[src/design/mafs_pkg.sv]
`default_nettype none
// ----------------------------------------------------------------------------
// mafs_pkg - shared types and constants for the MPEG audio frame size block
// Header field codes, bitrate table, constant divisors and their reciprocals,
// and the sideband record that follows each beat down the pipeline.
// ----------------------------------------------------------------------------
package mafs_pkg;

   // Datapath widths
   localparam int DIVIDEND_W  = 20;   // largest dividend is 921600
   localparam int QUOT_W      = 12;   // frame length fits 12 bits
   localparam int DIVISOR_W   = 9;    // largest divisor is 441
   localparam int RECIP_W     = 20;   // largest reciprocal is 2**19
   localparam int RECIP_SHIFT = 24;   // reciprocal scale, above dividend range
   localparam int KBPS_W      = 9;
   localparam int COEF_W      = 13;   // samples/8 scaled by version and rate

   // Version codes (header byte 1, bits 4:3)
   localparam logic [1:0] VER_25   = 2'b00;
   localparam logic [1:0] VER_RSVD = 2'b01;
   localparam logic [1:0] VER_2    = 2'b10;
   localparam logic [1:0] VER_1    = 2'b11;

   // Layer codes (header byte 1, bits 2:1)
   localparam logic [1:0] LYR_RSVD = 2'b00;
   localparam logic [1:0] LYR_3    = 2'b01;
   localparam logic [1:0] LYR_2    = 2'b10;
   localparam logic [1:0] LYR_1    = 2'b11;

   // Sample rate codes (header byte 2, bits 3:2), named by their MPEG-1 rate
   localparam logic [1:0] SR_44K  = 2'b00;
   localparam logic [1:0] SR_48K  = 2'b01;
   localparam logic [1:0] SR_32K  = 2'b10;
   localparam logic [1:0] SR_RSVD = 2'b11;

   localparam logic [7:0] SYNC_BYTE  = 8'hFF;
   localparam logic [2:0] SYNC_BITS  = 3'b111;
   localparam logic [3:0] BRX_BAD    = 4'hF;

   // Base sample rates divided by 1000: 44100 -> 441/10, 48000 -> 48, 32000 -> 32
   localparam int DIV_44K = 441;
   localparam int DIV_48K = 48;
   localparam int DIV_32K = 32;

   localparam logic [RECIP_W-1:0] RECIP_44K = RECIP_W'((2 ** RECIP_SHIFT) / DIV_44K);
   localparam logic [RECIP_W-1:0] RECIP_48K = RECIP_W'((2 ** RECIP_SHIFT) / DIV_48K);
   localparam logic [RECIP_W-1:0] RECIP_32K = RECIP_W'((2 ** RECIP_SHIFT) / DIV_32K);

   // Bitrates in kbit/s by table row and bitrate index (index 15 never read)
   localparam logic [KBPS_W-1:0] KBPS_ROM [0:4][0:15] = '{
      '{9'd0, 9'd32, 9'd64, 9'd96, 9'd128, 9'd160, 9'd192, 9'd224,
        9'd256, 9'd288, 9'd320, 9'd352, 9'd384, 9'd416, 9'd448, 9'd0},
      '{9'd0, 9'd32, 9'd48, 9'd56, 9'd64, 9'd80, 9'd96, 9'd112,
        9'd128, 9'd160, 9'd192, 9'd224, 9'd256, 9'd320, 9'd384, 9'd0},
      '{9'd0, 9'd32, 9'd40, 9'd48, 9'd56, 9'd64, 9'd80, 9'd96,
        9'd112, 9'd128, 9'd160, 9'd192, 9'd224, 9'd256, 9'd320, 9'd0},
      '{9'd0, 9'd32, 9'd48, 9'd56, 9'd64, 9'd80, 9'd96, 9'd112,
        9'd128, 9'd144, 9'd160, 9'd176, 9'd192, 9'd224, 9'd256, 9'd0},
      '{9'd0, 9'd8, 9'd16, 9'd24, 9'd32, 9'd40, 9'd48, 9'd56,
        9'd64, 9'd80, 9'd96, 9'd112, 9'd128, 9'd144, 9'd160, 9'd0}
   };

   // Sideband carried alongside the arithmetic
   typedef struct packed {
      logic hdr_ok;
      logic pad;
      logic layer_one;
   } side_type;

   function automatic logic [DIVISOR_W-1:0] divisor_of(input logic [1:0] sel);
      logic [DIVISOR_W-1:0] d;
      case (sel)
         SR_44K:  d = DIVISOR_W'(DIV_44K);
         SR_48K:  d = DIVISOR_W'(DIV_48K);
         default: d = DIVISOR_W'(DIV_32K);
      endcase
      return d;
   endfunction

   function automatic logic [RECIP_W-1:0] recip_of(input logic [1:0] sel);
      logic [RECIP_W-1:0] m;
      case (sel)
         SR_44K:  m = RECIP_44K;
         SR_48K:  m = RECIP_48K;
         default: m = RECIP_32K;
      endcase
      return m;
   endfunction

endpackage
`default_nettype wire

[src/design/mafs_recip_div.sv]
`default_nettype none
// ----------------------------------------------------------------------------
// mafs_recip_div - two-stage divide by a selected constant
// Stage A multiplies by a scaled reciprocal to get an estimate that is exact
// or one low; stage B forms the remainder and bumps the estimate if needed.
// ----------------------------------------------------------------------------
module mafs_recip_div (
   input  wire logic                                  clock,
   input  wire logic                                  reset,
   input  wire logic                                  in_valid,
   output logic                                       in_stall,
   input  wire logic [mafs_pkg::DIVIDEND_W-1:0]       in_dividend,
   input  wire logic [1:0]                            in_sel,
   input  wire mafs_pkg::side_type                    in_side,
   output logic                                       out_valid,
   input  wire logic                                  out_stall,
   output logic [mafs_pkg::QUOT_W-1:0]                out_quotient,
   output mafs_pkg::side_type                         out_side
);

   localparam int PROD_W = mafs_pkg::DIVIDEND_W + mafs_pkg::RECIP_W;
   localparam int BACK_W = mafs_pkg::DIVIDEND_W + 1;

   // Stage A registers
   logic                              a_valid_ff;
   logic [mafs_pkg::QUOT_W-1:0]       a_est_ff,  a_est_in;
   logic [mafs_pkg::DIVIDEND_W-1:0]   a_x_ff;
   logic [1:0]                        a_sel_ff;
   mafs_pkg::side_type                a_side_ff;

   // Stage B registers
   logic                              b_valid_ff;
   logic [mafs_pkg::QUOT_W-1:0]       b_quot_ff, b_quot_in;
   mafs_pkg::side_type                b_side_ff;

   logic                              a_adv;
   logic                              b_adv;
   logic [PROD_W-1:0]                 est_prod;
   logic [BACK_W-1:0]                 back_prod;
   logic [BACK_W-1:0]                 rem;
   logic [BACK_W-1:0]                 div_ext;

   // Advance a stage when it is empty or its contents move on
   assign b_adv    = !b_valid_ff || !out_stall;
   assign a_adv    = !a_valid_ff || b_adv;
   assign in_stall = !a_adv;

   // Estimate: dividend times reciprocal, scaled back down
   always_comb begin
      est_prod = PROD_W'(in_dividend) * PROD_W'(mafs_pkg::recip_of(in_sel));
      a_est_in = est_prod[mafs_pkg::RECIP_SHIFT +: mafs_pkg::QUOT_W];
   end

   // Correct: add one when the remainder reaches the divisor
   always_comb begin
      div_ext   = BACK_W'(mafs_pkg::divisor_of(a_sel_ff));
      back_prod = BACK_W'(a_est_ff) * div_ext;
      rem       = BACK_W'(a_x_ff) - back_prod;
      b_quot_in = a_est_ff + mafs_pkg::QUOT_W'(rem >= div_ext);
   end

   always_ff @(posedge clock) begin
      if (reset) begin
         a_valid_ff <= 1'b0;
         b_valid_ff <= 1'b0;
      end else begin
         if (a_adv) a_valid_ff <= in_valid;
         if (b_adv) b_valid_ff <= a_valid_ff;
      end
   end

   always_ff @(posedge clock) begin
      if (a_adv && in_valid) begin
         a_est_ff  <= a_est_in;
         a_x_ff    <= in_dividend;
         a_sel_ff  <= in_sel;
         a_side_ff <= in_side;
      end
      if (b_adv && a_valid_ff) begin
         b_quot_ff <= b_quot_in;
         b_side_ff <= a_side_ff;
      end
   end

   assign out_valid    = b_valid_ff;
   assign out_quotient = b_quot_ff;
   assign out_side     = b_side_ff;

endmodule
`default_nettype wire

[src/design/mpeg_audio_frame_size.sv]
`default_nettype none
// ----------------------------------------------------------------------------
// mpeg_audio_frame_size - frame length from an MPEG audio frame header
// Checks the first three header bytes and returns the frame length in bytes
// with a validity flag; invalid headers give length zero.
// ----------------------------------------------------------------------------
// Usage:
//   req_* carries one header per beat (three bytes); rsp_* returns one beat
//   per header, in order: frame length and a header-valid flag.
//   A beat moves when valid is high and stall is low on that channel.
//   Throughput: one header per cycle while rsp_stall stays low, through a
//   five-stage pipeline (decode and table lookup, coefficient multiply,
//   reciprocal multiply, remainder correction, padding and output register).
//   Reset empties every stage; rsp_valid is low after reset.
//   When the receiver stalls, the output beat holds and the stages behind it
//   keep filling empty slots; req_stall rises only once all stages are full.
//   No configuration and no kept state between headers.
// ----------------------------------------------------------------------------
module mpeg_audio_frame_size (
   input  wire logic                          clock,
   input  wire logic                          reset,
   input  wire logic                          req_valid,
   output logic                               req_stall,
   input  wire logic [7:0]                    req_header_byte0,
   input  wire logic [7:0]                    req_header_byte1,
   input  wire logic [7:0]                    req_header_byte2,
   output logic                               rsp_valid,
   input  wire logic                          rsp_stall,
   output logic [mafs_pkg::QUOT_W-1:0]        rsp_frame_bytes,
   output logic                               rsp_header_valid
);

   localparam int MUL_W = mafs_pkg::COEF_W + mafs_pkg::KBPS_W;

   // Stage 1: decode
   logic                              s1_valid_ff;
   logic [mafs_pkg::COEF_W-1:0]       s1_coef_ff,  s1_coef_in;
   logic [mafs_pkg::KBPS_W-1:0]       s1_kbps_ff,  s1_kbps_in;
   logic [1:0]                        s1_sel_ff;
   mafs_pkg::side_type                s1_side_ff,  s1_side_in;

   // Stage 2: dividend
   logic                              s2_valid_ff;
   logic [mafs_pkg::DIVIDEND_W-1:0]   s2_x_ff,     s2_x_in;
   logic [1:0]                        s2_sel_ff;
   mafs_pkg::side_type                s2_side_ff;

   // Output stage
   logic                              s5_valid_ff;
   logic [mafs_pkg::QUOT_W-1:0]       s5_len_ff,   s5_len_in;
   logic                              s5_ok_ff;

   logic                              s1_adv, s2_adv, s5_adv;
   logic                              div_in_stall;
   logic                              div_out_valid;
   logic [mafs_pkg::QUOT_W-1:0]       div_quot;
   mafs_pkg::side_type                div_side;

   logic [1:0]                        ver, lyr, srx;
   logic [3:0]                        brx;
   logic                              hdr_ok;
   logic [2:0]                        row;
   logic [7:0]                        spb;
   logic [1:0]                        ver_shift;
   logic [9:0]                        coef_base;
   logic [MUL_W-1:0]                  x_prod;
   logic [mafs_pkg::QUOT_W-1:0]       slots;

   // Back-pressure chain: fill any empty slot
   assign s5_adv    = !s5_valid_ff || !rsp_stall;
   assign s2_adv    = !s2_valid_ff || !div_in_stall;
   assign s1_adv    = !s1_valid_ff || s2_adv;
   assign req_stall = !s1_adv;

   // Decode header fields and check for sync and reserved codes
   always_comb begin
      ver = req_header_byte1[4:3];
      lyr = req_header_byte1[2:1];
      brx = req_header_byte2[7:4];
      srx = req_header_byte2[3:2];
      hdr_ok = (req_header_byte0 == mafs_pkg::SYNC_BYTE) &&
               (req_header_byte1[7:5] == mafs_pkg::SYNC_BITS) &&
               (ver != mafs_pkg::VER_RSVD) && (lyr != mafs_pkg::LYR_RSVD) &&
               (brx != mafs_pkg::BRX_BAD) && (srx != mafs_pkg::SR_RSVD);

      // Bitrate table row
      if (ver == mafs_pkg::VER_1) begin
         row = 3'd3 - {1'b0, lyr};
      end else if (lyr == mafs_pkg::LYR_1) begin
         row = 3'd3;
      end else begin
         row = 3'd4;
      end

      // Bytes per frame per (bit/s / Hz), before padding (slots for layer I)
      if (lyr == mafs_pkg::LYR_1) begin
         spb = 8'd12;
      end else if (lyr == mafs_pkg::LYR_3 && ver != mafs_pkg::VER_1) begin
         spb = 8'd72;
      end else begin
         spb = 8'd144;
      end

      // Lower versions halve or quarter the sample rate
      case (ver)
         mafs_pkg::VER_1: ver_shift = 2'd0;
         mafs_pkg::VER_2: ver_shift = 2'd1;
         default:         ver_shift = 2'd2;
      endcase
      coef_base = 10'(spb) << ver_shift;

      // The 44.1 kHz family divides by 441 after a factor of ten
      if (!hdr_ok) begin
         s1_coef_in = '0;
      end else if (srx == mafs_pkg::SR_44K) begin
         s1_coef_in = mafs_pkg::COEF_W'(coef_base) * mafs_pkg::COEF_W'(10);
      end else begin
         s1_coef_in = mafs_pkg::COEF_W'(coef_base);
      end

      s1_kbps_in           = hdr_ok ? mafs_pkg::KBPS_ROM[row][brx] : '0;
      s1_side_in.hdr_ok    = hdr_ok;
      s1_side_in.pad       = req_header_byte2[1];
      s1_side_in.layer_one = (lyr == mafs_pkg::LYR_1);
   end

   // Dividend: coefficient times bitrate
   always_comb begin
      x_prod  = MUL_W'(s1_coef_ff) * MUL_W'(s1_kbps_ff);
      s2_x_in = x_prod[mafs_pkg::DIVIDEND_W-1:0];
   end

   // Add padding slot, scale layer I slots to bytes, zero invalid headers
   always_comb begin
      slots = div_quot + mafs_pkg::QUOT_W'(div_side.pad);
      if (!div_side.hdr_ok) begin
         s5_len_in = '0;
      end else if (div_side.layer_one) begin
         s5_len_in = slots << 2;
      end else begin
         s5_len_in = slots;
      end
   end

   mafs_recip_div u_div (
      .clock        (clock),
      .reset        (reset),
      .in_valid     (s2_valid_ff),
      .in_stall     (div_in_stall),
      .in_dividend  (s2_x_ff),
      .in_sel       (s2_sel_ff),
      .in_side      (s2_side_ff),
      .out_valid    (div_out_valid),
      .out_stall    (!s5_adv),
      .out_quotient (div_quot),
      .out_side     (div_side)
   );

   // Valid bits
   always_ff @(posedge clock) begin
      if (reset) begin
         s1_valid_ff <= 1'b0;
         s2_valid_ff <= 1'b0;
         s5_valid_ff <= 1'b0;
      end else begin
         if (s1_adv) s1_valid_ff <= req_valid;
         if (s2_adv) s2_valid_ff <= s1_valid_ff;
         if (s5_adv) s5_valid_ff <= div_out_valid;
      end
   end

   // Payload: load only on a moving beat, hold otherwise
   always_ff @(posedge clock) begin
      if (s1_adv && req_valid) begin
         s1_coef_ff <= s1_coef_in;
         s1_kbps_ff <= s1_kbps_in;
         s1_sel_ff  <= srx;
         s1_side_ff <= s1_side_in;
      end
      if (s2_adv && s1_valid_ff) begin
         s2_x_ff    <= s2_x_in;
         s2_sel_ff  <= s1_sel_ff;
         s2_side_ff <= s1_side_ff;
      end
      if (s5_adv && div_out_valid) begin
         s5_len_ff <= s5_len_in;
         s5_ok_ff  <= div_side.hdr_ok;
      end
   end

   assign rsp_valid        = s5_valid_ff;
   assign rsp_frame_bytes  = s5_len_ff;
   assign rsp_header_valid = s5_ok_ff;

   // An invalid header always reports length zero
   assert property (@(posedge clock) disable iff (reset)
      rsp_valid && !rsp_header_valid |-> rsp_frame_bytes == '0)
      else $error("invalid header with non-zero length");

   // An accepted request beat lands in the first stage
   assert property (@(posedge clock) disable iff (reset)
      req_valid && !req_stall |=> s1_valid_ff)
      else $error("accepted beat lost at decode stage");

   // Input back-pressure only when the decode and dividend stages both hold a beat
   assert property (@(posedge clock) disable iff (reset)
      req_stall |-> s1_valid_ff && s2_valid_ff)
      else $error("stall raised with free pipeline slots");

endmodule
`default_nettype wire

[config.mk]
export PLATFORM = sky130hd
export DESIGN_NAME = mpeg_audio_frame_size
export DESIGN_NICKNAME = d
export VERILOG_FILES = /design/src/design/mafs_pkg.sv /design/src/design/mafs_recip_div.sv /design/src/design/mpeg_audio_frame_size.sv
export SDC_FILE = /design/constraint.sdc
export NUM_CORES = 1
export LEC_CHECK = 0
export BUFFER_PORTS_ARGS = -buffer_cell sky130_fd_sc_hd__clkbuf_2
export CAP_MARGIN = 20
export CELL_PAD_IN_SITES_DETAIL_PLACEMENT = 1
export CELL_PAD_IN_SITES_GLOBAL_PLACEMENT = 2
export CORE_ASPECT_RATIO = 0.5
export CORE_UTILIZATION = 44
export CTS_CLUSTER_DIAMETER = 100
export DETAILED_ROUTE_END_ITERATION = 8
export PLACE_DENSITY_LB_ADDON = 0.1
export SLEW_MARGIN = 20
export SYNTH_ARGS = -nofsm -noshare
export SYNTH_HDL_FRONTEND = slang
export SYNTH_HIERARCHICAL = 1
export SYNTH_SLANG_ARGS = --single-unit
[constraint.sdc]
create_clock -name clock -period 10.05 [get_ports clock]
set_clock_uncertainty 0.1 [all_clocks]
set_input_delay 0 -clock clock [delete_from_list [all_inputs] [get_ports clock]]
set_output_delay 0 -clock clock [all_outputs]
set_load 0.1 [all_outputs]
==> reports/results.md, run 1 <==
| Item | Value |
| --- | --- |
| Status | completed |
| Fin area | 0.02080 mm2 |
| Final max-slew violation count | 0 |
| Starting utilization of the core area | 0.4469 |
| Buffers from clock root to sink, at most | 2 |
| Number of synthesis warnings | 6 |
| RSZ-0062 raised after global routing | false |
| Sequential cell area fraction in the yosys report | 0.1701 |
| FF-to-FF Start | s2_sel_ff[1] |
| Class of the tightest hold or removal check | input pin to flop |
| Row count | 54 |
| Register bit count reported by yosys | 112 |
| Final worst path period share | 0.8772 |
| Number of design-rule violations left by the first detailed-router iteration | 526 |
| Most common cell after layout, fill and taps aside | sky130_fd_sc_hd__inv_1 |
| Count of different cell masters after synthesis | 83 |
| Buffer cell driving the clock tree root | sky130_fd_sc_hd__clkbuf_16 |
| Clock sink total | 112 |
| Antenna violations before repair | 1 |
| Static leakage power | 0.01050 uW |
| Share of power burned in registers | 0.108 |
| Total global-route track usage | 0.2276 |
| Peak supply drop | 0.3354 mV |
| Htree depth | 3 |
| Worst hold slack | 27.83 ps |
| Power consumption | 7033 uW |
| Most frequent cells in the layout | sky130_fd_sc_hd__inv_1, sky130_fd_sc_hd__fa_1, sky130_fd_sc_hd__ha_1 |
| Startpoint type of the worst setup path | flop |
| Cts repair resizes | 0 |
| Start point of the critical path | s2_sel_ff[1] |
| Reg clk slew, reported paths | 90 ps |
| Vias post-DR | 13040 |
| Detail-routed via count per cell | 5.096 |
| Fraction of final layout cells with drive strength greater than 1 | 0.05127 |
| Number of flops mapped to enable cells by yosys | 107 |
| Port Buffer Count | 40 |
| DRT Wirelength | 48.07 mm |
| Slew @ Worst Pin | 968.7 ps |
| Clk_lat worst skew | 390 ps |
| Type of element capturing the critical path | flop |
| Drc violations | 0 |
| TritonCTS clock tree | built |
| Setup TNS | 0 ps |
| Pin count of the biggest net entering global routing | 42 |
| Data arrival time at the worst-slack endpoint | 8840 ps |
| Post-Syn Area per Cell | 10.16 um2 |
| Combined area of all synthesized cells | 0.01947 mm2 |
| Total die area | 0.04516 mm2 |
| Number of nets in the layout | 2598 |
| Area taken by flip-flops and latches | 0.003313 mm2 |
| Max FO, Critical Path | 20 |
| Share of synthesized flip-flops with an asynchronous set or reset | 0 |
| CTS buffer count | 9 |
| Min Clock Period, post-route | 8816 ps |
| Global-route wire length before repair | 77.83 mm |
| Routed wirelength normalized by instance count | 18.79 um |
| Antenna-violating nets left | 0 |
| Relative contribution of the clock network to total power | 0.057 |
| Area growth, synth to finish | 6.784% |
| Via count of the first global-routing pass | 14130 |
| Post-detailed-placement half-perimeter wirelength | 41.93 mm |
| Die Y-Extent | 150.8 um |
| Total internal power | 3310 uW |
| Total gr overflow | 0 |
| Die extent in x | 299.5 um |
| # fillers | 4910 |
| Hold_sp | req_header_byte1[3] |
| Post-layout worst setup margin | 1234 ps |
| DRT Pass-1 Iters | 5 |
| Count of mapped cells out of synthesis | 1917 |
| Switching part of the total | 0.5294 |
| Core box area | 0.04358 mm2 |
| Post-place instance area | 0.02039 mm2 |
| Upper clock frequency limit | 113.4 MHz |
| Logic gate share of total power | 0.835 |
| Top-level port count | 43 |
| Routability Congestion | 0.8486 |
| Worst Path Class, Setup | flop to flop |
| Max-capacitance violation count | 0 |
| Pre-CTS setup slack | 1295 ps |
| Pwr/cell area | 338.2 mW/mm2 |
| Net switching power | 3723 uW |
| Slew Limit Headroom | 0.3542 |
| Multi-input combinational cell area | 0.01427 mm2 |
| Final Hold Violating Endpoints | 0 |
| Finish-stage setup viols | 0 |
| Post-synth top flop | sky130_fd_sc_hd__edfxtp_1 |
| Required time worst endpoint | 10080 ps |
## path summary, 6_finish.rpt
check / slack, ps / cells past startpoint / endpoint
setup / recovery: 1230 / 21 / u_div/a_est_ff[11]
setup reg to reg: 1230 / 21 / u_div/a_est_ff[11]
hold reg to reg: 330 / 0 / u_div/out_side[1]
hold / removal: 30 / 3 / s1_coef_ff[3]
## timing repair
| action | 4_1_cts | 5_1_grt |
|---|---|---|
| hold buffers | 8 | 0 |
| hold endpoints to repair | 9 | 0 |
| buffers inserted | 0 | 0 |
## cells in the mapped netlist (all sizes together), types with 28 or more instances
library cell  count  area [um2]
a21oi            63       315.3
and2             91       569.3
edfxtp          107        3213
fa              303        6066
ha              302        3779
inv             466        1749
nand2            71       266.5
nand2b           28       182.7
nor2             62       232.7
nor2b            47       294.0
o21ai            32       160.2
xnor2            47       411.6
## cell families (layout without fill, tap and decap cells)
group,after synthesis,count (layout),synth area share
muxes,7,7,0.003598
other,1,17,0.0001926
DFF,112,112,0.1701
AOI/OAI and AO/OA,221,221,0.07851
xor gates and xnor gates,66,66,0.02968
buffers and inverters,510,548,0.1011
adders and majority gates,605,605,0.5055
and+or+nand+nor,395,395,0.1113
## power by group through the flow
| stage | clock network [uW] | registers (uW) | logic, uW |
|---|---|---|---|
| 6_report | 401 | 759 | 5870 |
| 5_1_grt | 430 | 766 | 6750 |
| 4_1_cts | 417 | 759 | 5930 |
| 3_5_place_dp | 0 | 769 | 5860 |
| 3_3_place_gp | 0 | 768 | 5800 |
| 2_1_floorplan | 0 | 720 | 4390 |
## state kept, by name, indices dropped and copies added (netlist names), 2 cells and up
signal,count
s2_side_ff,3
u_div/a_est_ff,12
s1_kbps_ff,6
u_div/a_x_ff,20
s2_x_ff,15
s1_sel_ff,2
rsp_frame_bytes,12
u_div/a_side_ff,3
u_div/a_sel_ff,2
u_div/out_side,3
s1_coef_ff,11
s2_sel_ff,2
u_div/out_quotient,12
s1_side_ff,3
## worst max-delay path, cell delays in order, from the launching register on
cell and delay [ps]:
sky130_fd_sc_hd__edfxtp_1 750, sky130_fd_sc_hd__nor2b_1 750, sky130_fd_sc_hd__nor2b_1 530, sky130_fd_sc_hd__fa_1 510, sky130_fd_sc_hd__fa_1 510, sky130_fd_sc_hd__fa_1 520, sky130_fd_sc_hd__fa_1 510, sky130_fd_sc_hd__inv_1 50
sky130_fd_sc_hd__fa_1 490, sky130_fd_sc_hd__inv_1 60, sky130_fd_sc_hd__fa_1 510, sky130_fd_sc_hd__fa_1 490, sky130_fd_sc_hd__ha_1 320, sky130_fd_sc_hd__a211oi_1 250, sky130_fd_sc_hd__o21bai_1 120, sky130_fd_sc_hd__a21o_1 190
sky130_fd_sc_hd__a221oi_1 740, sky130_fd_sc_hd__o2111ai_1 370, sky130_fd_sc_hd__a21oi_1 360, sky130_fd_sc_hd__o31a_1 220, sky130_fd_sc_hd__o21bai_1 80, sky130_fd_sc_hd__xnor2_1 120
## layout make-up
type                    count  area share
clock inverters             7    0.004392
diodes                      1   0.0001203
clock buffers               9     0.01083
multi-input cells        1310      0.6860
well taps                 588     0.03538
flip-flops and latches    112      0.1593
repair buffers             65     0.01961
inverters                 467     0.08435
## stage by stage
step                instances    util
finish                   2559  0.4772
global route             2558  0.4771
CTS                      2558  0.4771
detailed placement       2534  0.4680
global placement         2534  0.4680
floorplan                1932       -
## metal layers
| layer | vias to the layer above | GRT usage | routed length [um] |
|---|---|---|---|
| met1 | 6609 | 0.3111 | 22880 |
| li1 | 6245 | - | - |
| met2 | 163 | 0.3875 | 22830 |
| met5 | - | 0 | 0 |
| met3 | 23 | 0.04228 | 1942 |
| met4 | 0 | 0.02704 | 423 |
No activity file was read; power rests on OpenSTA's default activity.
==> inputs of run 2 (changes only) <==
BUFFER_PORTS_ARGS = default   (was -buffer_cell sky130_fd_sc_hd__clkbuf_2)
CORE_ASPECT_RATIO = default   (was 0.5)
CORE_UTILIZATION = 45   (was 44)
DONT_BUFFER_PORTS = 1   (was default)
==> run 2 against run 1 <==
- maximum frequency rose by 1.0%
- largest cell class unchanged
- critical path type unchanged
- non-clock buffer count down 31
- sequential share of layout area is 0.053 points higher
- count of clock-buffer cells in the layout is the same
==> reports/results.md, run 2 (synthesized netlist as in run 1, its figures left out) <==
| Item | Value |
| --- | --- |
| Core box area | 0.04232 mm2 |
| Clock sink total | 112 |
| Buffer cell driving the clock tree root | sky130_fd_sc_hd__clkbuf_16 |
| Number of buffers inserted by hold repair at cts | 18 |
| Port Buffer Count | 0 |
| Upper clock frequency limit | 114.6 MHz |
| Minimum setup slack among reg-to-reg paths | 1320 ps |
| Reg clk slew, reported paths | 80 ps |
| Total gr overflow | 0 |
| Flip-flop count of the largest register after layout | 20 |
| RSZ-0062 raised after global routing | false |
| Final Hold Violating Endpoints | 0 |
| Area growth, synth to finish | 6.431% |
| Number of design-rule violations left by the first detailed-router iteration | 426 |
| Critical path, cell by cell | nor2b_1 -> nor2b_1 -> fa_1 -> fa_1 -> fa_1 -> inv_1 -> fa_1 -> inv_1 -> fa_1 -> fa_1 -> fa_1 -> ha_1 -> nand4_1 -> nor4_1 -> buf_4 -> nand3_1 -> a311o_1 -> o2111ai_1 -> a21oi_1 -> o31a_1 -> o21bai_1 -> xnor2_1 |
| Cell with the most instances on the worst path | sky130_fd_sc_hd__fa_1 |
| Drc violations | 0 |
| CP endpoint | u_div/a_est_ff[11] |
| Final max-slew violation count | 0 |
| Starting utilization of the core area | 0.4602 |
| Fraction of final layout cells with drive strength greater than 1 | 0.03043 |
| Cts repair resizes | 0 |
| Max-capacitance violation count | 0 |
| Required time worst endpoint | 10040 ps |
| Type of element capturing the critical path | flop |
| Final worst path period share | 0.8683 |
| Levels on crit path | 22 |
| Largest delay contributor family on the critical path | adder cells |
| Start point of the critical path | s2_sel_ff[1] |
| DRT Pass-1 Iters | 4 |
| Clk_lat worst skew | 360 ps |
| Antenna violations before repair | 2 |
| Detail-routed via count per cell | 5.174 |
| Most frequent cells in the layout | sky130_fd_sc_hd__inv_1, sky130_fd_sc_hd__fa_1, sky130_fd_sc_hd__ha_1 |
| Startpoint type of the worst setup path | flop |
| Ant diodes | 0 |
| Most common cell after layout, fill and taps aside | sky130_fd_sc_hd__inv_1 |
| Min Clock Period, post-route | 8726 ps |
| Max FO, Critical Path | 21 |
| Total global-route track usage | 0.2309 |
| Status | completed |
| Worst Path Class, Setup | flop to flop |
| Via count of the first global-routing pass | 14750 |
| Routability Congestion | 0.8428 |
| Register with the most flip-flops | u_div/a_x_ff |
| Worst path buffer plus inverter count | 3 |
| Vias post-DR | 13020 |
| Antenna-violating nets left | 0 |
| Total die area | 0.04411 mm2 |
| Htree depth | 3 |
| Hold_sp | req_header_byte2[7] |
| Finish-stage setup viols | 0 |
| Number of cells on the worst reg-to-reg path | 22 |
| Number of post-CTS setup repair buffers | 0 |
| Routed wirelength normalized by instance count | 19.00 um |
| Data arrival time at the worst-slack endpoint | 8720 ps |
| Post-detailed-placement half-perimeter wirelength | 41.56 mm |
| Top-level port count | 43 |
| Buffers from clock root to sink, at most | 2 |
| CTS buffer count | 9 |
| Global-route wire length before repair | 78.92 mm |
| Number of nets in the layout | 2567 |
| TritonCTS clock tree | built |
| Class of the tightest hold or removal check | input pin to flop |
| Slew @ Worst Pin | 1100 ps |
| Largest regs | u_div/a_x_ff: 20 flops, s2_x_ff: 15 flops |
| Die extent in x | 210.0 um |
| Slew Limit Headroom | 0.2664 |
| FF-to-FF Start | s2_sel_ff[1] |
| Die Y-Extent | 210.0 um |
| Slowest cell on the critical path | sky130_fd_sc_hd__nor2b_1 |
| Setup TNS | 0 ps |
| Pin count of the biggest net entering global routing | 38 |
| DRT Wirelength | 47.81 mm |
| End of the worst register-to-register path | u_div/a_est_ff[11] |
| Slowest cell delay on critical path | 730 ps |
| Row count | 75 |
## run 2: changes by cell type in the layout (fill, tap and decap cells not counted), sizes merged
cell | before | now
clkbuf | 49 | 9
dlygate4sd3 | 8 | 19
inv | 472 | 467
clkinv | 2 | 5
buf | 17 | 15
bufinv | 0 | 1
clkinvlp | 0 | 1
diode | 1 | 0
## run 2: worst reg2reg max path, delay by kind of cell (launching register included)
family,cells,cell delay [ps]
compound gates,5,1340
xor+xnor,1,100
fa+ha+maj,8,3910
buf+inv,3,340
flops,1,700
simple gates,5,1970
## run 2: worst min-delay path by stage
| stage | end | slack (ps) | cells after the start |
|---|---|---|---|
| after global placement | u_div/out_valid | -30 | 1 |
| after global routing | s1_kbps_ff[6] | 20 | 3 |
| after detailed placement | s2_valid_ff | -20 | 1 |
| final | s1_kbps_ff[6] | 5 | 3 |
| after floorplan | rsp_valid | -30 | 1 |
| after CTS | s1_kbps_ff[6] | 20 | 3 |
## run 2: metal layers
metal  GRT usage  wire, um
met5           0         0
met2      0.3968     23440
met4     0.03624       566
met1      0.3164     22320
met3     0.03084      1479
## run 2: stage by stage
step | instances | hold WS (ps) | cell area (um2) | worst slack, ps | utilization
CTS | 2514 | 21.54 | 20670 | 1246 | 0.4885
floorplan | 1932 | -27.62 | 19530 | 2665 | -
global placement | 2480 | -26.85 | 20160 | 1548 | 0.4763
global route | 2516 | 16.74 | 20730 | 953.4 | 0.4898
finish | 2516 | 4.778 | 20730 | 1324 | 0.4898
detailed placement | 2480 | -24.28 | 20160 | 1366 | 0.4763
## run 2: final cells by class
| type | count | area, um2 |
|---|---|---|
| fill | 4721 | 21590 |
| multi-input combinational | 1310 | 14280 |
| clock buffer | 9 | 225.2 |
| inverter | 467 | 1754 |
| tap | 577 | 721.9 |
| clock inverter | 7 | 111.4 |
| timing repair buffer | 34 | 322.8 |
| sequential | 112 | 3313 |
Power of run 2 is not shown: default switching activity piles up to over one toggle a cycle in this logic, so the estimate is an artifact.
==> inputs of run 3 (changes only) <==
CORE_UTILIZATION = 35   (was 45)
==> run 3 against run 2 <==
- worst setup slack gained 130 ps
- non-clock buffer count grew 5
- count of clock-buffer cells in the layout grew 1
- global-route usage shrank 4.3 points
- hold slack gained 17 ps
- design area grew 1.2%
- die area grew 28%
- via count shrank 1.0%
==> reports/results.md, run 3 (synthesized netlist as in run 1, its figures left out) <==
| Item | Value |
| --- | --- |
| Pre-CTS setup slack | 1408 ps |
| FF-to-FF Start | s2_sel_ff[1] |
| RSZ-0062 raised after global routing | false |
| Worst hold path endpoint | s1_kbps_ff[7] |
| Startpoint type of the worst setup path | flop |
| Peak supply drop | 0.2851 mV |
| Routability Congestion | 0.8236 |
| Slew @ Worst Pin | 1107 ps |
| Register with the most flip-flops | u_div/a_x_ff |
| Vias post-DR | 12890 |
| Die Y-Extent | 237.9 um |
| Most common cell after layout, fill and taps aside | sky130_fd_sc_hd__inv_1 |
| Setup TNS | 0 ps |
| Critical path, cell by cell | nor2b_1 -> nor2b_1 -> fa_1 -> fa_1 -> fa_1 -> fa_1 -> inv_1 -> fa_1 -> inv_1 -> fa_1 -> fa_1 -> ha_1 -> nand2_1 -> nor4_1 -> buf_4 -> nand3_1 -> a311o_1 -> o2111ai_1 -> a21oi_1 -> o31a_1 -> o21bai_1 -> xnor2_1 |
| Total die area | 0.05659 mm2 |
| Die extent in x | 237.9 um |
| Type of element capturing the critical path | flop |
| Fin area | 0.02098 mm2 |
| Number of design-rule violations left by the first detailed-router iteration | 406 |
| Total global-route track usage | 0.1882 |
| Clk_lat worst skew | 380 ps |
| Max-capacitance violation count | 0 |
| Cell with the most instances on the worst path | sky130_fd_sc_hd__fa_1 |
| Final worst path period share | 0.8550 |
| Fraction of final layout cells with drive strength greater than 1 | 0.03189 |
| Port Buffer Count | 0 |
| Area growth, synth to finish | 7.723% |
| Post-detailed-placement half-perimeter wirelength | 43.09 mm |
| Number of post-CTS setup repair buffers | 0 |
| Core box area | 0.05499 mm2 |
| Slew Limit Headroom | 0.2619 |
| Required time worst endpoint | 10070 ps |
| Upper clock frequency limit | 116.4 MHz |
| Max FO, Critical Path | 21 |
| Worst hold path depth | 4 |
| Htree depth | 3 |
| Finish-stage setup viols | 0 |
| Worst path buffer plus inverter count | 3 |
| Class of the tightest hold or removal check | input pin to flop |
| Data arrival time at the worst-slack endpoint | 8610 ps |
| Pwr/cell area | 338.0 mW/mm2 |
| Slowest cell delay on critical path | 820 ps |
| Drc violations | 0 |
| Post-layout worst setup margin | 1457 ps |
| Pin count of the biggest net entering global routing | 38 |
| Number of nets in the layout | 2572 |
| Top-level port count | 43 |
| CTS buffer count | 9 |
| Antenna violations before repair | 5 |
| Reg clk slew, reported paths | 80 ps |
| Detail-routed via count per cell | 4.785 |
| Starting utilization of the core area | 0.3542 |
| Worst Path Class, Setup | flop to flop |
| End of the worst register-to-register path | u_div/a_est_ff[11] |
| Via count of the first global-routing pass | 14400 |
| Cts repair resizes | 0 |
| Total gr overflow | 0 |
| Flip-flop count of the largest register after layout | 20 |
| Buffers from clock root to sink, at most | 2 |
| Minimum setup slack among reg-to-reg paths | 1460 ps |
| Routed wirelength normalized by instance count | 18.61 um |
| Slowest cell on the critical path | sky130_fd_sc_hd__nor2b_1 |
| DRT Wirelength | 50.11 mm |
| Clock sink total | 112 |
| Hold_sp | req_header_byte1[1] |
| DRT Pass-1 Iters | 4 |
| Min Clock Period, post-route | 8593 ps |
| Final max-slew violation count | 0 |
| TritonCTS clock tree | built |
| Status | completed |
| Most frequent cells in the layout | sky130_fd_sc_hd__inv_1, sky130_fd_sc_hd__fa_1, sky130_fd_sc_hd__ha_1 |
| Power consumption | 7091 uW |
| Largest regs | u_div/a_x_ff: 20 flops, s2_x_ff: 15 flops |
| Final Hold Violating Endpoints | 0 |
| Number of cells on the worst reg-to-reg path | 22 |
| Post-place instance area | 0.02039 mm2 |
| Global-route wire length before repair | 81.58 mm |
| Buffer cell driving the clock tree root | sky130_fd_sc_hd__clkbuf_16 |
| Static leakage power | 0.01041 uW |
| Largest delay contributor family on the critical path | adder cells |
| Antenna-violating nets left | 0 |
| Row count | 86 |
-- run 3: cell types whose count changed in the layout (fill, tap and decap cells not counted) --
cell / delta
sky130_fd_sc_hd__buf_4: +3
sky130_fd_sc_hd__dlygate4sd3_1: +2
sky130_fd_sc_hd__buf_12: +1
sky130_fd_sc_hd__buf_16: -1
sky130_fd_sc_hd__clkbuf_8: +1
sky130_fd_sc_hd__clkinv_4: -1
sky130_fd_sc_hd__diode_2: +1
sky130_fd_sc_hd__inv_12: -1
sky130_fd_sc_hd__inv_8: +1
-- run 3: cell type report --
| cell class | instances | area [um2] |
|---|---|---|
| fillers | 6194 | 34010 |
| multi-input cells | 1310 | 14280 |
| flip-flops and latches | 112 | 3313 |
| inverters | 467 | 1754 |
| well taps | 748 | 935.9 |
| repair buffers | 39 | 357.8 |
| clock buffers | 10 | 239.0 |
| clock inverters | 6 | 97.59 |
| diodes | 1 | 2.502 |
-- run 3: timing repair --
action	4_1_cts	5_1_grt
endpoints found under the hold margin	24	22
hold buffers	20	1
setup endpoints to repair	0	0
-- run 3: through the flow --
stage	hold slack [ps]	util	cells
after CTS	14.47	0.3807	2690
after detailed placement	-24.36	0.3709	2654
after global placement	-26.64	0.3709	2654
after floorplan	-27.62	-	1932
after global routing	42.22	0.3815	2692
final	21.63	0.3815	2693
-- run 3: worst max path at each step --
| stage | start | end | slack (ps) | depth (start not counted) |
|---|---|---|---|---|
| 4_1_cts | s2_sel_ff[1] | u_div/a_est_ff[11] | 1350 | 22 |
| 2_1_floorplan | s2_sel_ff[1] | u_div/a_est_ff[11] | 2660 | 23 |
| 5_1_grt | s2_sel_ff[1] | u_div/a_est_ff[11] | 1080 | 22 |
| 6_report | s2_sel_ff[1] | u_div/a_est_ff[11] | 1460 | 22 |
| 3_5_place_dp | s2_sel_ff[1] | u_div/a_est_ff[11] | 1410 | 22 |
| 3_3_place_gp | s2_sel_ff[1] | u_div/a_est_ff[11] | 1460 | 22 |
-- run 3: metal layers --
metal | vias up | GRT usage | share of wire
li1 | 6184 | - | -
met1 | 6578 | 0.2796 | 0.51
met2 | 98 | 0.3033 | 0.46
met3 | 25 | 0.01863 | 0.022
met4 | 0 | 0.02326 | 0.0078
met5 | - | 0 | 0
-- run 3: worst reg2reg max path, delay by kind of cell, from the launching register on --
family | cells | cell delay [ps]
AOI/OAI and AO/OA | 5 | 1280
xor gates and xnor gates | 1 | 80
adders and majority gates | 8 | 3850
buffers and inverters | 3 | 330
DFF | 1 | 730
and+or+nand+nor | 5 | 1980
-- run 3: where the power goes --
part | switching (uW) | leakage (uW) | internal [uW]
Combinational | 3460 | 0.00922 | 2470
Clock | 195 | 0.000159 | 209
Sequential | 91.2 | 0.00103 | 670
Total | 3750 | 0.0104 | 3340
